<file path="src/masked_row_softmax_core_defines.svh">
// Assertion macros for the masked row softmax core
`ifndef MASKED_ROW_SOFTMAX_CORE_DEFINES_SVH
`define MASKED_ROW_SOFTMAX_CORE_DEFINES_SVH
`define MRS_ASSERT_IMP(label, clk, rst_n, a, c, msg) \
  label: assert property (@(posedge clk) disable iff (!rst_n) (a) |-> (c)) else $error(msg);
`define MRS_ASSERT_NXT(label, clk, rst_n, a, c, msg) \
  label: assert property (@(posedge clk) disable iff (!rst_n) (a) |=> (c)) else $error(msg);
`endif

</file>
<file path="src/mrs_pkg.sv">
//------------------------------------------------------------------------------
// mrs_pkg
// Shared types, constants and exponent table for the masked row softmax core.
//------------------------------------------------------------------------------
`timescale 1ns / 1ps
package mrs_pkg;
  localparam int MAX_ROW_DEF = 64;
  localparam int QDEPTH = 2;

  typedef struct packed {
    logic       first;
    logic       store;
    logic       last;
    logic [5:0] idx;
    logic [15:0] logit;
    logic [6:0] vlen;
  } mrs_req_t;

  function automatic logic [16:0] pow2_tab(input logic [4:0] j);
    logic [16:0] v;
    case (j)
      5'd0: v = 17'd65536;  5'd1: v = 17'd62757;  5'd2: v = 17'd60097;
      5'd3: v = 17'd57549;  5'd4: v = 17'd55109;  5'd5: v = 17'd52773;
      5'd6: v = 17'd50535;  5'd7: v = 17'd48393;  5'd8: v = 17'd46341;
      5'd9: v = 17'd44376;  5'd10: v = 17'd42495; 5'd11: v = 17'd40693;
      5'd12: v = 17'd38968; 5'd13: v = 17'd37316; 5'd14: v = 17'd35734;
      5'd15: v = 17'd34219; default: v = 17'd32768;
    endcase
    return v;
  endfunction
endpackage

</file>
<file path="src/mrs_front.sv">
//------------------------------------------------------------------------------
// mrs_front
// Accepts logits, samples the valid length and tags each request for the back.
//------------------------------------------------------------------------------
`timescale 1ns / 1ps
module mrs_front #(
  parameter int MAX_ROW = mrs_pkg::MAX_ROW_DEF
) (
  input  logic              clk,
  input  logic              rst_n,
  input  logic              acc,
  input  logic [15:0]       in_logit,
  input  logic [6:0]        in_valid_count,
  input  logic              in_last_in_row,
  output mrs_pkg::mrs_req_t req
);
  import mrs_pkg::*;
  localparam logic [6:0] MAXR = 7'(MAX_ROW);
  logic [6:0] cnt_r, vlen_r;
  logic [6:0] vl, idx;

  assign idx = cnt_r;
  assign vl  = (cnt_r == 7'd0) ? ((in_valid_count > MAXR) ? MAXR : in_valid_count) : vlen_r;
  always_comb begin
    req.first = (cnt_r == 7'd0);
    req.store = (idx < MAXR) && (idx < vl);
    req.last  = in_last_in_row;
    req.idx   = idx[5:0];
    req.logit = in_logit;
    req.vlen  = vl;
  end

  always_ff @(posedge clk) begin
    if (!rst_n) begin
      cnt_r  <= '0;
      vlen_r <= '0;
    end else if (acc) begin
      vlen_r <= vl;
      if (in_last_in_row) cnt_r <= '0;
      else if (cnt_r < MAXR) cnt_r <= cnt_r + 7'd1;
    end
  end
endmodule

</file>
<file path="src/mrs_queue.sv">
//------------------------------------------------------------------------------
// mrs_queue
// Short request FIFO between front and back.
//------------------------------------------------------------------------------
`timescale 1ns / 1ps
module mrs_queue (
  input  logic              clk,
  input  logic              rst_n,
  input  logic              push,
  input  mrs_pkg::mrs_req_t din,
  input  logic              pop,
  output mrs_pkg::mrs_req_t dout,
  output logic              empty,
  output logic              full
);
  import mrs_pkg::*;
  mrs_req_t mem_r [QDEPTH];
  logic wp_r, rp_r;
  logic [1:0] cnt_r;
  assign empty = (cnt_r == 2'd0);
  assign full  = (cnt_r == 2'(QDEPTH));
  assign dout  = mem_r[rp_r];
  always_ff @(posedge clk) begin
    if (push) mem_r[wp_r] <= din;
  end
  always_ff @(posedge clk) begin
    if (!rst_n) begin
      wp_r <= 1'b0; rp_r <= 1'b0; cnt_r <= '0;
    end else begin
      if (push) wp_r <= ~wp_r;
      if (pop) rp_r <= ~rp_r;
      cnt_r <= cnt_r + 2'(push) - 2'(pop);
    end
  end
endmodule

</file>
<file path="src/mrs_back.sv">
//------------------------------------------------------------------------------
// mrs_back
// Stores logits, then runs exponent, reciprocal and normalise passes.
//------------------------------------------------------------------------------
`timescale 1ns / 1ps
module mrs_back #(
  parameter int MAX_ROW = mrs_pkg::MAX_ROW_DEF
) (
  input  logic              clk,
  input  logic              rst_n,
  input  logic              q_empty,
  input  mrs_pkg::mrs_req_t q_req,
  output logic              q_pop,
  output logic              idle,
  output logic              out_strobe,
  output logic [15:0]       out_prob,
  output logic [5:0]        out_position,
  output logic              out_last_of_run
);
  import mrs_pkg::*;
  localparam logic [3:0] S_LOAD = 4'd0, S_ERD = 4'd1, S_EMUL = 4'd2, S_EINT = 4'd3,
    S_ESH = 4'd4, S_DIV = 4'd5, S_NRD = 4'd6, S_NMUL = 4'd7, S_NOUT = 4'd8;

  logic [3:0]  st_r;
  logic [15:0] lmem [MAX_ROW];
  logic [15:0] emem [MAX_ROW];
  logic [15:0] lrd_r, erd_r;
  logic [6:0]  n_r, k_r;
  logic signed [15:0] max_r;
  logic [22:0] sum_r;
  logic [33:0] u_r;
  logic [16:0] v_r;
  logic [32:0] rem_r;
  logic [32:0] quo_r;
  logic [5:0]  dc_r;
  logic [32:0] recip_r;
  logic [48:0] p_r;
  logic [5:0]  kidx;
  logic [16:0] t;
  logic [4:0]  j;
  logic [19:0] rf;
  logic [16:0] pa, pb, diff;
  logic [36:0] dm;
  logic [16:0] vq;
  logic [9:0]  ip;
  logic [17:0] rsh;
  logic [16:0] ev;
  logic [15:0] es;
  logic [22:0] sum_nxt;
  logic [33:0] rsub;
  logic [48:0] pr;

  assign kidx  = k_r[5:0];
  assign idle  = (st_r == S_LOAD) && q_empty;
  assign q_pop = (st_r == S_LOAD) && !q_empty;

  assign t    = 17'($signed({max_r[15], max_r}) - $signed({lrd_r[15], lrd_r}));
  assign j    = {1'b0, u_r[23:20]};
  assign rf   = u_r[19:0];
  assign pa   = pow2_tab(j);
  assign pb   = pow2_tab(j + 5'd1);
  assign diff = pa - pb;
  assign dm   = 37'(diff) * 37'(rf) + 37'd524288;
  assign vq   = pa - 17'(dm >> 20);
  assign ip   = u_r[33:24];
  assign rsh  = (18'(v_r) + ((ip == 10'd0) ? 18'd0 : (18'd1 << (ip - 10'd1)))) >> ip;
  assign ev   = (ip >= 10'd17) ? 17'd0 : 17'(rsh);
  assign es   = (ev > 17'd65535) ? 16'hFFFF : ev[15:0];
  assign sum_nxt = sum_r + 23'(es);
  assign rsub = {rem_r, quo_r[32]} - 34'(sum_r);
  assign pr   = p_r + 49'd32768;

  always_ff @(posedge clk) begin
    if (q_pop && q_req.store) lmem[q_req.idx] <= q_req.logit;
    lrd_r <= lmem[kidx];
    if (st_r == S_ESH) emem[kidx] <= es;
    erd_r <= emem[kidx];
  end

  always_ff @(posedge clk) begin
    if (!rst_n) begin
      st_r <= S_LOAD; max_r <= 16'sh8000; sum_r <= '0; n_r <= '0; k_r <= '0;
      out_strobe <= 1'b0; out_last_of_run <= 1'b0;
    end else begin
      out_strobe <= 1'b0;
      unique case (st_r)
        S_LOAD: if (q_pop) begin
          if (q_req.first) max_r <= 16'sh8000;
          if (q_req.store && (q_req.first || $signed(q_req.logit) > max_r))
            max_r <= q_req.logit;
          if (q_req.store) n_r <= 7'(q_req.idx) + 7'd1;
          else if (q_req.first) n_r <= '0;
          if (q_req.last) begin
            k_r <= '0; sum_r <= '0;
            if ((q_req.store ? 7'(q_req.idx) + 7'd1 : (q_req.first ? 7'd0 : n_r)) != 7'd0)
              st_r <= S_ERD;
          end
        end
        S_ERD:  st_r <= S_EMUL;
        S_EMUL: begin u_r <= 34'(t) * 34'd94548; st_r <= S_EINT; end
        S_EINT: begin v_r <= vq; st_r <= S_ESH; end
        S_ESH: begin
          sum_r <= sum_nxt;
          if (k_r + 7'd1 == n_r) begin
            st_r  <= S_DIV; dc_r <= 6'd32;
            rem_r <= '0; quo_r <= {1'b1, 10'd0, sum_nxt[22:1]};
          end else begin
            k_r <= k_r + 7'd1; st_r <= S_ERD;
          end
        end
        S_DIV: begin
          if (!rsub[33]) begin rem_r <= rsub[32:0]; quo_r <= {quo_r[31:0], 1'b1}; end
          else begin rem_r <= {rem_r[31:0], quo_r[32]}; quo_r <= {quo_r[31:0], 1'b0}; end
          dc_r <= dc_r - 6'd1;
          if (dc_r == 6'd0) begin
            st_r <= S_NRD; k_r <= '0;
            recip_r <= rsub[33] ? {quo_r[31:0], 1'b0} : {quo_r[31:0], 1'b1};
          end
        end
        S_NRD:  st_r <= S_NMUL;
        S_NMUL: begin p_r <= 49'(erd_r) * 49'(recip_r); st_r <= S_NOUT; end
        S_NOUT: begin
          out_strobe      <= 1'b1;
          out_prob        <= (pr[48:32] != 17'd0) ? 16'hFFFF : pr[31:16];
          out_position    <= kidx;
          out_last_of_run <= (k_r + 7'd1 == n_r);
          if (k_r + 7'd1 == n_r) begin
            st_r <= S_LOAD; max_r <= 16'sh8000; n_r <= '0;
          end else begin
            k_r <= k_r + 7'd1; st_r <= S_NRD;
          end
        end
        default: st_r <= S_LOAD;
      endcase
    end
  end
endmodule

</file>
<file path="src/masked_row_softmax_core.sv">
//------------------------------------------------------------------------------
// masked_row_softmax_core
// Softmax over the leading valid elements of a row of Q8.8 logits.
//------------------------------------------------------------------------------
// Requests are taken one per cycle while busy is low and a row is loading.
// After the last request the back end runs the exponent pass, the serial
// reciprocal and the normalise pass; busy stays high meanwhile. Each
// probability appears for one cycle with out_strobe and must be taken
// then.
`timescale 1ns / 1ps
`include "masked_row_softmax_core_defines.svh"
module masked_row_softmax_core #(
  parameter int MAX_ROW = mrs_pkg::MAX_ROW_DEF
) (
  input  logic        clk,
  input  logic        rst_n,
  input  logic        start,
  output logic        busy,
  input  logic [15:0] in_logit,
  input  logic [6:0]  in_valid_count,
  input  logic        in_last_in_row,
  output logic        out_strobe,
  output logic [15:0] out_prob,
  output logic [5:0]  out_position,
  output logic        out_last_of_run
);
  import mrs_pkg::*;
  mrs_req_t req, qreq;
  logic acc, pop, empty, full, idle, hold_r;

  assign acc  = start && !busy;
  assign busy = full || hold_r;

  always_ff @(posedge clk) begin
    if (!rst_n) hold_r <= 1'b0;
    else if (acc && in_last_in_row) hold_r <= 1'b1;
    else if (idle && !acc) hold_r <= 1'b0;
  end

  mrs_front #(.MAX_ROW(MAX_ROW)) u_front (.clk, .rst_n, .acc, .in_logit,
    .in_valid_count, .in_last_in_row, .req);
  mrs_queue u_queue (.clk, .rst_n, .push(acc), .din(req), .pop, .dout(qreq),
    .empty, .full);
  mrs_back #(.MAX_ROW(MAX_ROW)) u_back (.clk, .rst_n, .q_empty(empty), .q_req(qreq),
    .q_pop(pop), .idle, .out_strobe, .out_prob, .out_position, .out_last_of_run);

  `MRS_ASSERT_IMP(a_no_push_full, clk, rst_n, full, !acc, "request taken while queue full")
  `MRS_ASSERT_NXT(a_hold_last, clk, rst_n, acc && in_last_in_row, busy, "not busy after row end")
  `MRS_ASSERT_IMP(a_no_out_idle, clk, rst_n, out_strobe, hold_r, "result outside row processing")
endmodule

</file>
<file path="config.mk">
export PLATFORM = sky130hd
export DESIGN_NAME = masked_row_softmax_core
export DESIGN_NICKNAME = d
export VERILOG_FILES = /design/src/mrs_pkg.sv /design/src/mrs_front.sv /design/src/mrs_queue.sv /design/src/mrs_back.sv /design/src/masked_row_softmax_core.sv
export VERILOG_INCLUDE_DIRS = /design/src /design/src/src
export SDC_FILE = /design/constraint.sdc
export NUM_CORES = 2
export LEC_CHECK = 0
export ABC_AREA = 1
export ABC_CLOCK_PERIOD_IN_PS = 13200
export BUFFER_PORTS_ARGS = -buffer_cell sky130_fd_sc_hd__buf_2
export CAP_MARGIN = 25
export CORE_ASPECT_RATIO = 1.1
export CORE_MARGIN = 2
export CORE_UTILIZATION = 58
export DETAILED_ROUTE_END_ITERATION = 16
export GPL_ROUTABILITY_DRIVEN = 0
export PLACE_DENSITY = 0.76
export SLEW_MARGIN = 20
export SYNTH_ARGS = -nofsm -noshare
export SYNTH_HDL_FRONTEND = slang
export SYNTH_SLANG_ARGS = --single-unit
</file>
<file path="constraint.sdc">
create_clock -name clk -period 13.2 [get_ports clk]
set_input_delay 1.32 -clock clk [delete_from_list [all_inputs] [get_ports clk]]
set_output_delay 1.32 -clock clk [all_outputs]
set_load 0.01 [all_outputs]
</file>
# --- Word-level counts from Yosys, hierarchy flattened ---
# Memory sizes are Yosys's and may differ from the RTL's. A register that Yosys moved wholly into a read port is not among the register bits.
# Cells that the tools add are included.
op_classes:
  add_sub_neg: 16
  n_mul: 3
  div_mod_pow: 0
  magnitude_cmp: 6
  n_eq_ne: 18
  shifts: 2
  mux: 53
  n_bitwise: 2
  reduce_logical: 39
op_table:
  columns: ["cell", "count"]
  rows:
  - ["case mux 33 bit (2 select lines)", 2]
  - ["2-to-1 mux 33 bit", 3]
  - ["2-to-1 mux 7 bit", 12]
  - ["2-to-1 mux 16 bit", 5]
  - ["adder 49 x 16 -> 49 bit, second input constant", 1]
  - ["multiplier 16 x 33 -> 49 bit", 1]
  - ["2-to-1 mux 23 bit", 2]
  - ["case mux 23 bit (2 select lines)", 1]
  - ["adder 37 x 20 -> 37 bit, second input constant", 1]
  - ["case mux 4 bit (9 select lines)", 1]
  - ["multiplier 17 x 18 -> 35 bit", 1]
  - ["2-to-1 mux 17 bit", 2]
  - ["subtractor 17 bit", 2]
  - ["subtractor 34 x 23 -> 34 bit", 1]
  - ["multiplier 17 x 15 -> 32 bit, second input constant", 1]
  - ["case mux 16 bit (2 select lines)", 1]
  - ["adder 23 x 16 -> 23 bit", 1]
  - ["case mux 7 bit (3 select lines)", 1]
  - ["2-to-1 mux 4 bit", 5]
  - ["adder 17 x 18 -> 18 bit", 1]
  - ["2-to-1 mux 18 bit", 1]
  - ["<< shifter 1 x 10 -> 18 bit, first input constant", 1]
  - ["right shift 18 x 10 -> 17 bit", 1]
  - ["greater-than comparator 17 x 16 -> 1 bit, second input constant", 1]
  - ["other kinds (45)", 90]
word_totals:
  regBits: 303
  latchBits: 0
  ramBits: 2112
  mem_bits_ro: 544
  in_bits: 27
  output_inout_bits: 25
  elab_cells: 166
  n_memories: 5
memory_table:
  columns: ["memory", "depth", "width", "read_ports", "rd_ports_with_merged_regs", "write_ports", "line_no", "source"]
  rows:
  - ["u_back.emem", 64, 16, 1, 1, 1, "mrs_back.sv:26", "logic [15:0] emem [MAX_ROW];"]
  - ["u_back.lmem", 64, 16, 1, 1, 1, "mrs_back.sv:25", "logic [15:0] lmem [MAX_ROW];"]
  - ["(no name shown)", 16, 17, 1, 0, 0, "mrs_pkg.sv:21", "case (j)"]
  - ["(no name shown)", 16, 17, 1, 1, 0, "mrs_pkg.sv:21", null]
  - ["u_queue.mem_r", 2, 32, 1, 1, 1, "mrs_queue.sv:17", "mrs_req_t mem_r [QDEPTH];"]

# --- Longest topological paths before layout ---
depth:
  ltp_word: 11
  depth_mapped: 62
  depth_no_buf: 61

# --- By module ---
# From an unflattened synthesis, not the netlist that was laid out.
unflattened:
  cells_unflattened: 11486
  area_unflattened_um2: 131240.9
by_module_without_submodules:
  columns: ["mod", "instances", "cells_each", "area_per_inst_um2", "seq_area_each_um2"]
  rows:
  - ["mrs_back", 1, 11184, 127373.4, 69967.1]
  - ["mrs_queue", 1, 133, 2691.3, 2021.9]
  - ["mrs_front", 1, 160, 1121.1, 280.3]
  - ["masked_row_softmax_core", 1, 9, 55.1, 20.0]

# --- Worst setup path before layout ---
# No wires, ideal clock.
synth_timing:
  kind: "reg-to-reg"
  startpoint: "reg u_back.u_r[21]"
  endpoint: "reg u_back.v_r[16] (data pin)"
  setup_ns: 0.253
  arrival_ns: 9.639
  t_required_ns: 12.947
  path_slack_ns: 3.308
  path_stages_with_launch: 54
  n_path_buf: 2
  synth_period_minus_slack_ns: 9.892
  path_cell_list: "edfxtp_1 > ha_1 > ha_1 > clkbuf_1 > inv_1 > nor3_1 > o21ai_0 > o211ai_1 > ha_1 > a21oi_1 > o21ai_0 > a21oi_1 > or2_2 > nand2_1 > a21oi_1 > or2_2 > nand2_1 > inv_1 > [18 not listed] > nand2_1 > nand2_1 > ha_1 > nand3_1 > nor2_1 > nand2_1 > nand2_1 > nand2_1 > ha_1 > a21oi_1 > a21boi_0 > o21ai_0 > nand4_1 > nand2_1 > xor2_1 > xor2_1 > nand3b_1 > nand2_1"
synth_via:
  elab_chain_len: 7
synth_lines:
  columns: ["item", "line_no", "source"]
  rows:
  - ["start, declared", "mrs_back.sv:31", "logic [33:0] u_r;"]
  - ["start signal, assigned", "mrs_back.sv:100", "S_EMUL: begin u_r <= 34'(t) * 34'd94548; st_r <= S_EINT; end"]
  - ["adder 4 x 1 -> 5 bit (*)", "mrs_back.sv:61", "assign pb = pow2_tab(j + 5'd1);"]
  - ["memory (16 x 17 bit)", null, null]
  - ["2-to-1 mux 17 bit (*)", "mrs_pkg.sv:21", null]
  - ["subtractor 17 bit (*)", "mrs_back.sv:62", "assign diff = pa - pb;"]
  - ["multiplier 17 x 18 -> 35 bit (*)", "mrs_back.sv:63", "assign dm = 37'(diff) * 37'(rf) + 37'd524288;"]
  - ["adder 37 x 20 -> 37 bit (*)", "mrs_back.sv:63", null]
  - ["subtractor 17 bit (*)", "mrs_back.sv:64", "assign vq = pa - 17'(dm >> 20);"]
  - ["named net u_back.vq[16]", "mrs_back.sv:44", "logic [16:0] vq;"]
  - ["end signal, assigned", "mrs_back.sv:101", "S_EINT: begin v_r <= vq; st_r <= S_ESH; end"]
  - ["end, declared", "mrs_back.sv:32", "logic [16:0] v_r;"]
# The timed path passes the listed nets; every way through them passes the cells marked *.
# A chain may end at the register's enable or synchronous reset.

# --- Worst setup path in the final report ---
layout_timing:
  startpoint: "reg u_back.u_r[20]"
  endpoint: "reg u_back.v_r[16] (data pin)"
# Same word-level chain as after synthesis.

==> results.md <==
* Max Slew Vio Count at 0
* First-pass GRT wire length at 541 mm
* Top cell by count, worst path: nand2_1
* Syn Area/Cell at 11.4 sq um
* Max clock buf depth at 3
* CTS clk-pin slew, worst paths at 0.07 ns
* Count of final setup violators at 0
* Required @ worst endpoint at 13.84 ns
* Cell count after synthesis at 11400
* Mapped Area at 130000 sq um
* Period utilization at 88.3%
* Initial Util at 58.2%
* HPWL Detailed at 233 mm
* Synth warnings at 0
* Worst Skew at 0.101 ns
* GR Overflow Total at 0
* Drt drc at 0
* CP max stage delay at 0.57 ns
* DR vias at 90500
* Max Fclk at 0.0857 GHz
* #FFs+latches synth at 2436
* Tot GR Track Use at 31.4%
* Post-cts resize count at 0
* Synth async-reset ratio at 0%
* Status: finished clean
* Final non-filler cell total at 14500
* H-tree depth at 4
* Min Tclk post-route at 11.66 ns
* Sink Count at 2436
* CTS tree: done
* Fin Setup TNS at 0 ns
* RSZ-0062 raised after global routing: no
* Hold Path Class: flop to flop
* Post-CTS Setup Repair Bufs at 0
* Most used DFF post-synth: edfxtp_1
* DRT Pass-1 Iters at 9
* Avg WL per Cell at 24.7 um
* Max Cap Viol at 0
* Crit start category: flop
* Synth cell types at 68
* FP Rows at 182
* PortBufs at 51
* Commonest non-fill, non-tap cell in the layout: nand2_1
* Antenna violations before repair at 6
* Worst-path maximum fanout at 16
* Filler cells at 16100
* Commonest cells after routing, fill and taps aside: 2444 x nand2_1, 2308 x edfxtp_1, 1519 x inv_1
* CP Class: flop to flop
* Post-synth EDFFs at 2308
* Latest clock arrival within the worst-skew pair at 0.93 ns
* Die width at 455 um
* Vias in the first global route at 91500
* Routed vias/inst at 6.22
* Clk root buf: clkbuf_16
* Area growth, synth to finish at 8.95%
* Worst setup EP type: flop
* Num CTS Buffers at 229
* Mapped Nets at 12600
* Detailed Route Iter0 Violations at 11700
* Hold_buf cts at 0
* Tightest Pin Transition at 1.06 ns
* Register area share after synthesis at 55.4%
* Hold Violations, Final at 0
* CP max-delay cell: edfxtp_1
* Core area at 223000 sq um
* Die Y at 500 um
* Drt total wl at 359 mm
* Slew margin rel. at 29.2%
* Largest net degree at the start of global routing at 114
* Share of layout cells above drive strength 1 at 6.76%
* Total placed cells including tap cells at 14100
* WP data arrival at 12.30 ns
* Die Area at 228000 sq um
* Nets at 12700
* # IOs at 52
* Final design utilization at 63.4%
* Antenna-violating nets left at 0
## cell families after synthesis
logic type,share of synthesized area [%]
AOI/OAI and AO/OA,8.22
xor gates and xnor gates,1.33
adders and majority gates,16.6
buffers and inverters,5.93
DFF,55.4
muxes,0.0154
and+or+nand+nor,12.5
## flip-flops by register name, indices dropped and copies added (netlist names), 17 cells and up, named ones only
signal          count
u_back.p_r         34
u_back.rem_r       33
u_back.pa          17
u_back.v_r         17
u_back.emem      1024
u_back.quo_r       33
u_back.sum_r       23
u_queue.mem_r      50
u_back.lmem      1024
u_back.u_r         32
u_back.recip_r     33
## critical path: cells and delay by family (launching register included)
family | cells | cell delay, ns
XOR/XNOR | 2 | 0.40
flip-flops | 1 | 0.57
buffers and inverters | 10 | 1.00
adder cells (fa/ha/maj) | 12 | 5.05
AND/OR/NAND/NOR | 25 | 3.19
AO/OA/AOI/OAI | 6 | 1.23
## area by class of cell
type	count	area (sq um)	area share, %
multi-input combinational	6898	50400	35.7
antenna	4	10.0	0.00708
sequential	2436	71900	50.8
timing repair buffer	288	2100	1.49
clock buffer	286	5990	4.23
clock inverter	139	1430	1.01
tap	2944	3680	2.61
inverter	1546	5850	4.14
## cell usage after synthesis, types with 12 or more instances
cell type     n  share of area (%)
fa_1        750                 12
o21bai_1     18               0.10
o211ai_1     14              0.081
inv_2        13              0.038
or2_2        28               0.13
clkbuf_1    355                1.0
nand2_1    2469                7.1
nand3_1     271                1.0
edfxtp_1   2308                 53
a21o_1       14              0.081
buf_2        64               0.25
or2_1        18              0.087
nor3_1       77               0.30
inv_1      1523                4.4
a22o_1      192                1.3
nand2_2      12              0.058
nand4_1     326                1.6
a22oi_1     305                1.8
nand3b_1     15              0.087
o21a_1       20               0.12
nor4_1       18              0.087
a21oi_1     438                1.7
xnor2_1      67               0.45
buf_1        49               0.14
o21ai_1      16              0.062
nor2_1      566                1.6
ha_1        519                5.0
o21ai_0     229               0.88
a221oi_1    235                1.6
a31oi_1      41               0.20
xor2_1      128               0.86
dfxtp_1     128                2.0
## routing by layer
| layer | global-route usage (%) | routed length [um] |
|---|---|---|
| met1 | 39.6 | 126000 |
| met2 | 52.3 | 173000 |
| met3 | 5.24 | 38100 |
| met4 | 16.5 | 21600 |
| met5 | 0 | 51 |
## metrics by stage
stage | cell area (sq um) | hold WS, ns | setup slack, ns
2_1_floorplan | 130000 | 0.403 | 3.31
3_3_place_gp | 134000 | 0.434 | 2.28
3_5_place_dp | 134000 | 0.434 | 1.91
4_1_cts | 141000 | 0.444 | 1.90
5_1_grt | 141000 | 0.450 | 0.887
6_report | 141000 | 0.445 | 1.54
## worst paths after layout
path                            depth (start not counted)                 end        startpoint  slack, ns
worst max register to register                         55      u_back.v_r[16]    u_back.u_r[20]       1.54
worst max-delay path                                   55      u_back.v_r[16]    u_back.u_r[20]       1.54
worst min-delay path                                    0  u_back.recip_r[24]  u_back.quo_r[23]       0.44
worst min register to register                          0  u_back.recip_r[24]  u_back.quo_r[23]       0.44
Power is not shown: default switching activity piles up to over one toggle a cycle in this logic, so the estimate is an artifact.
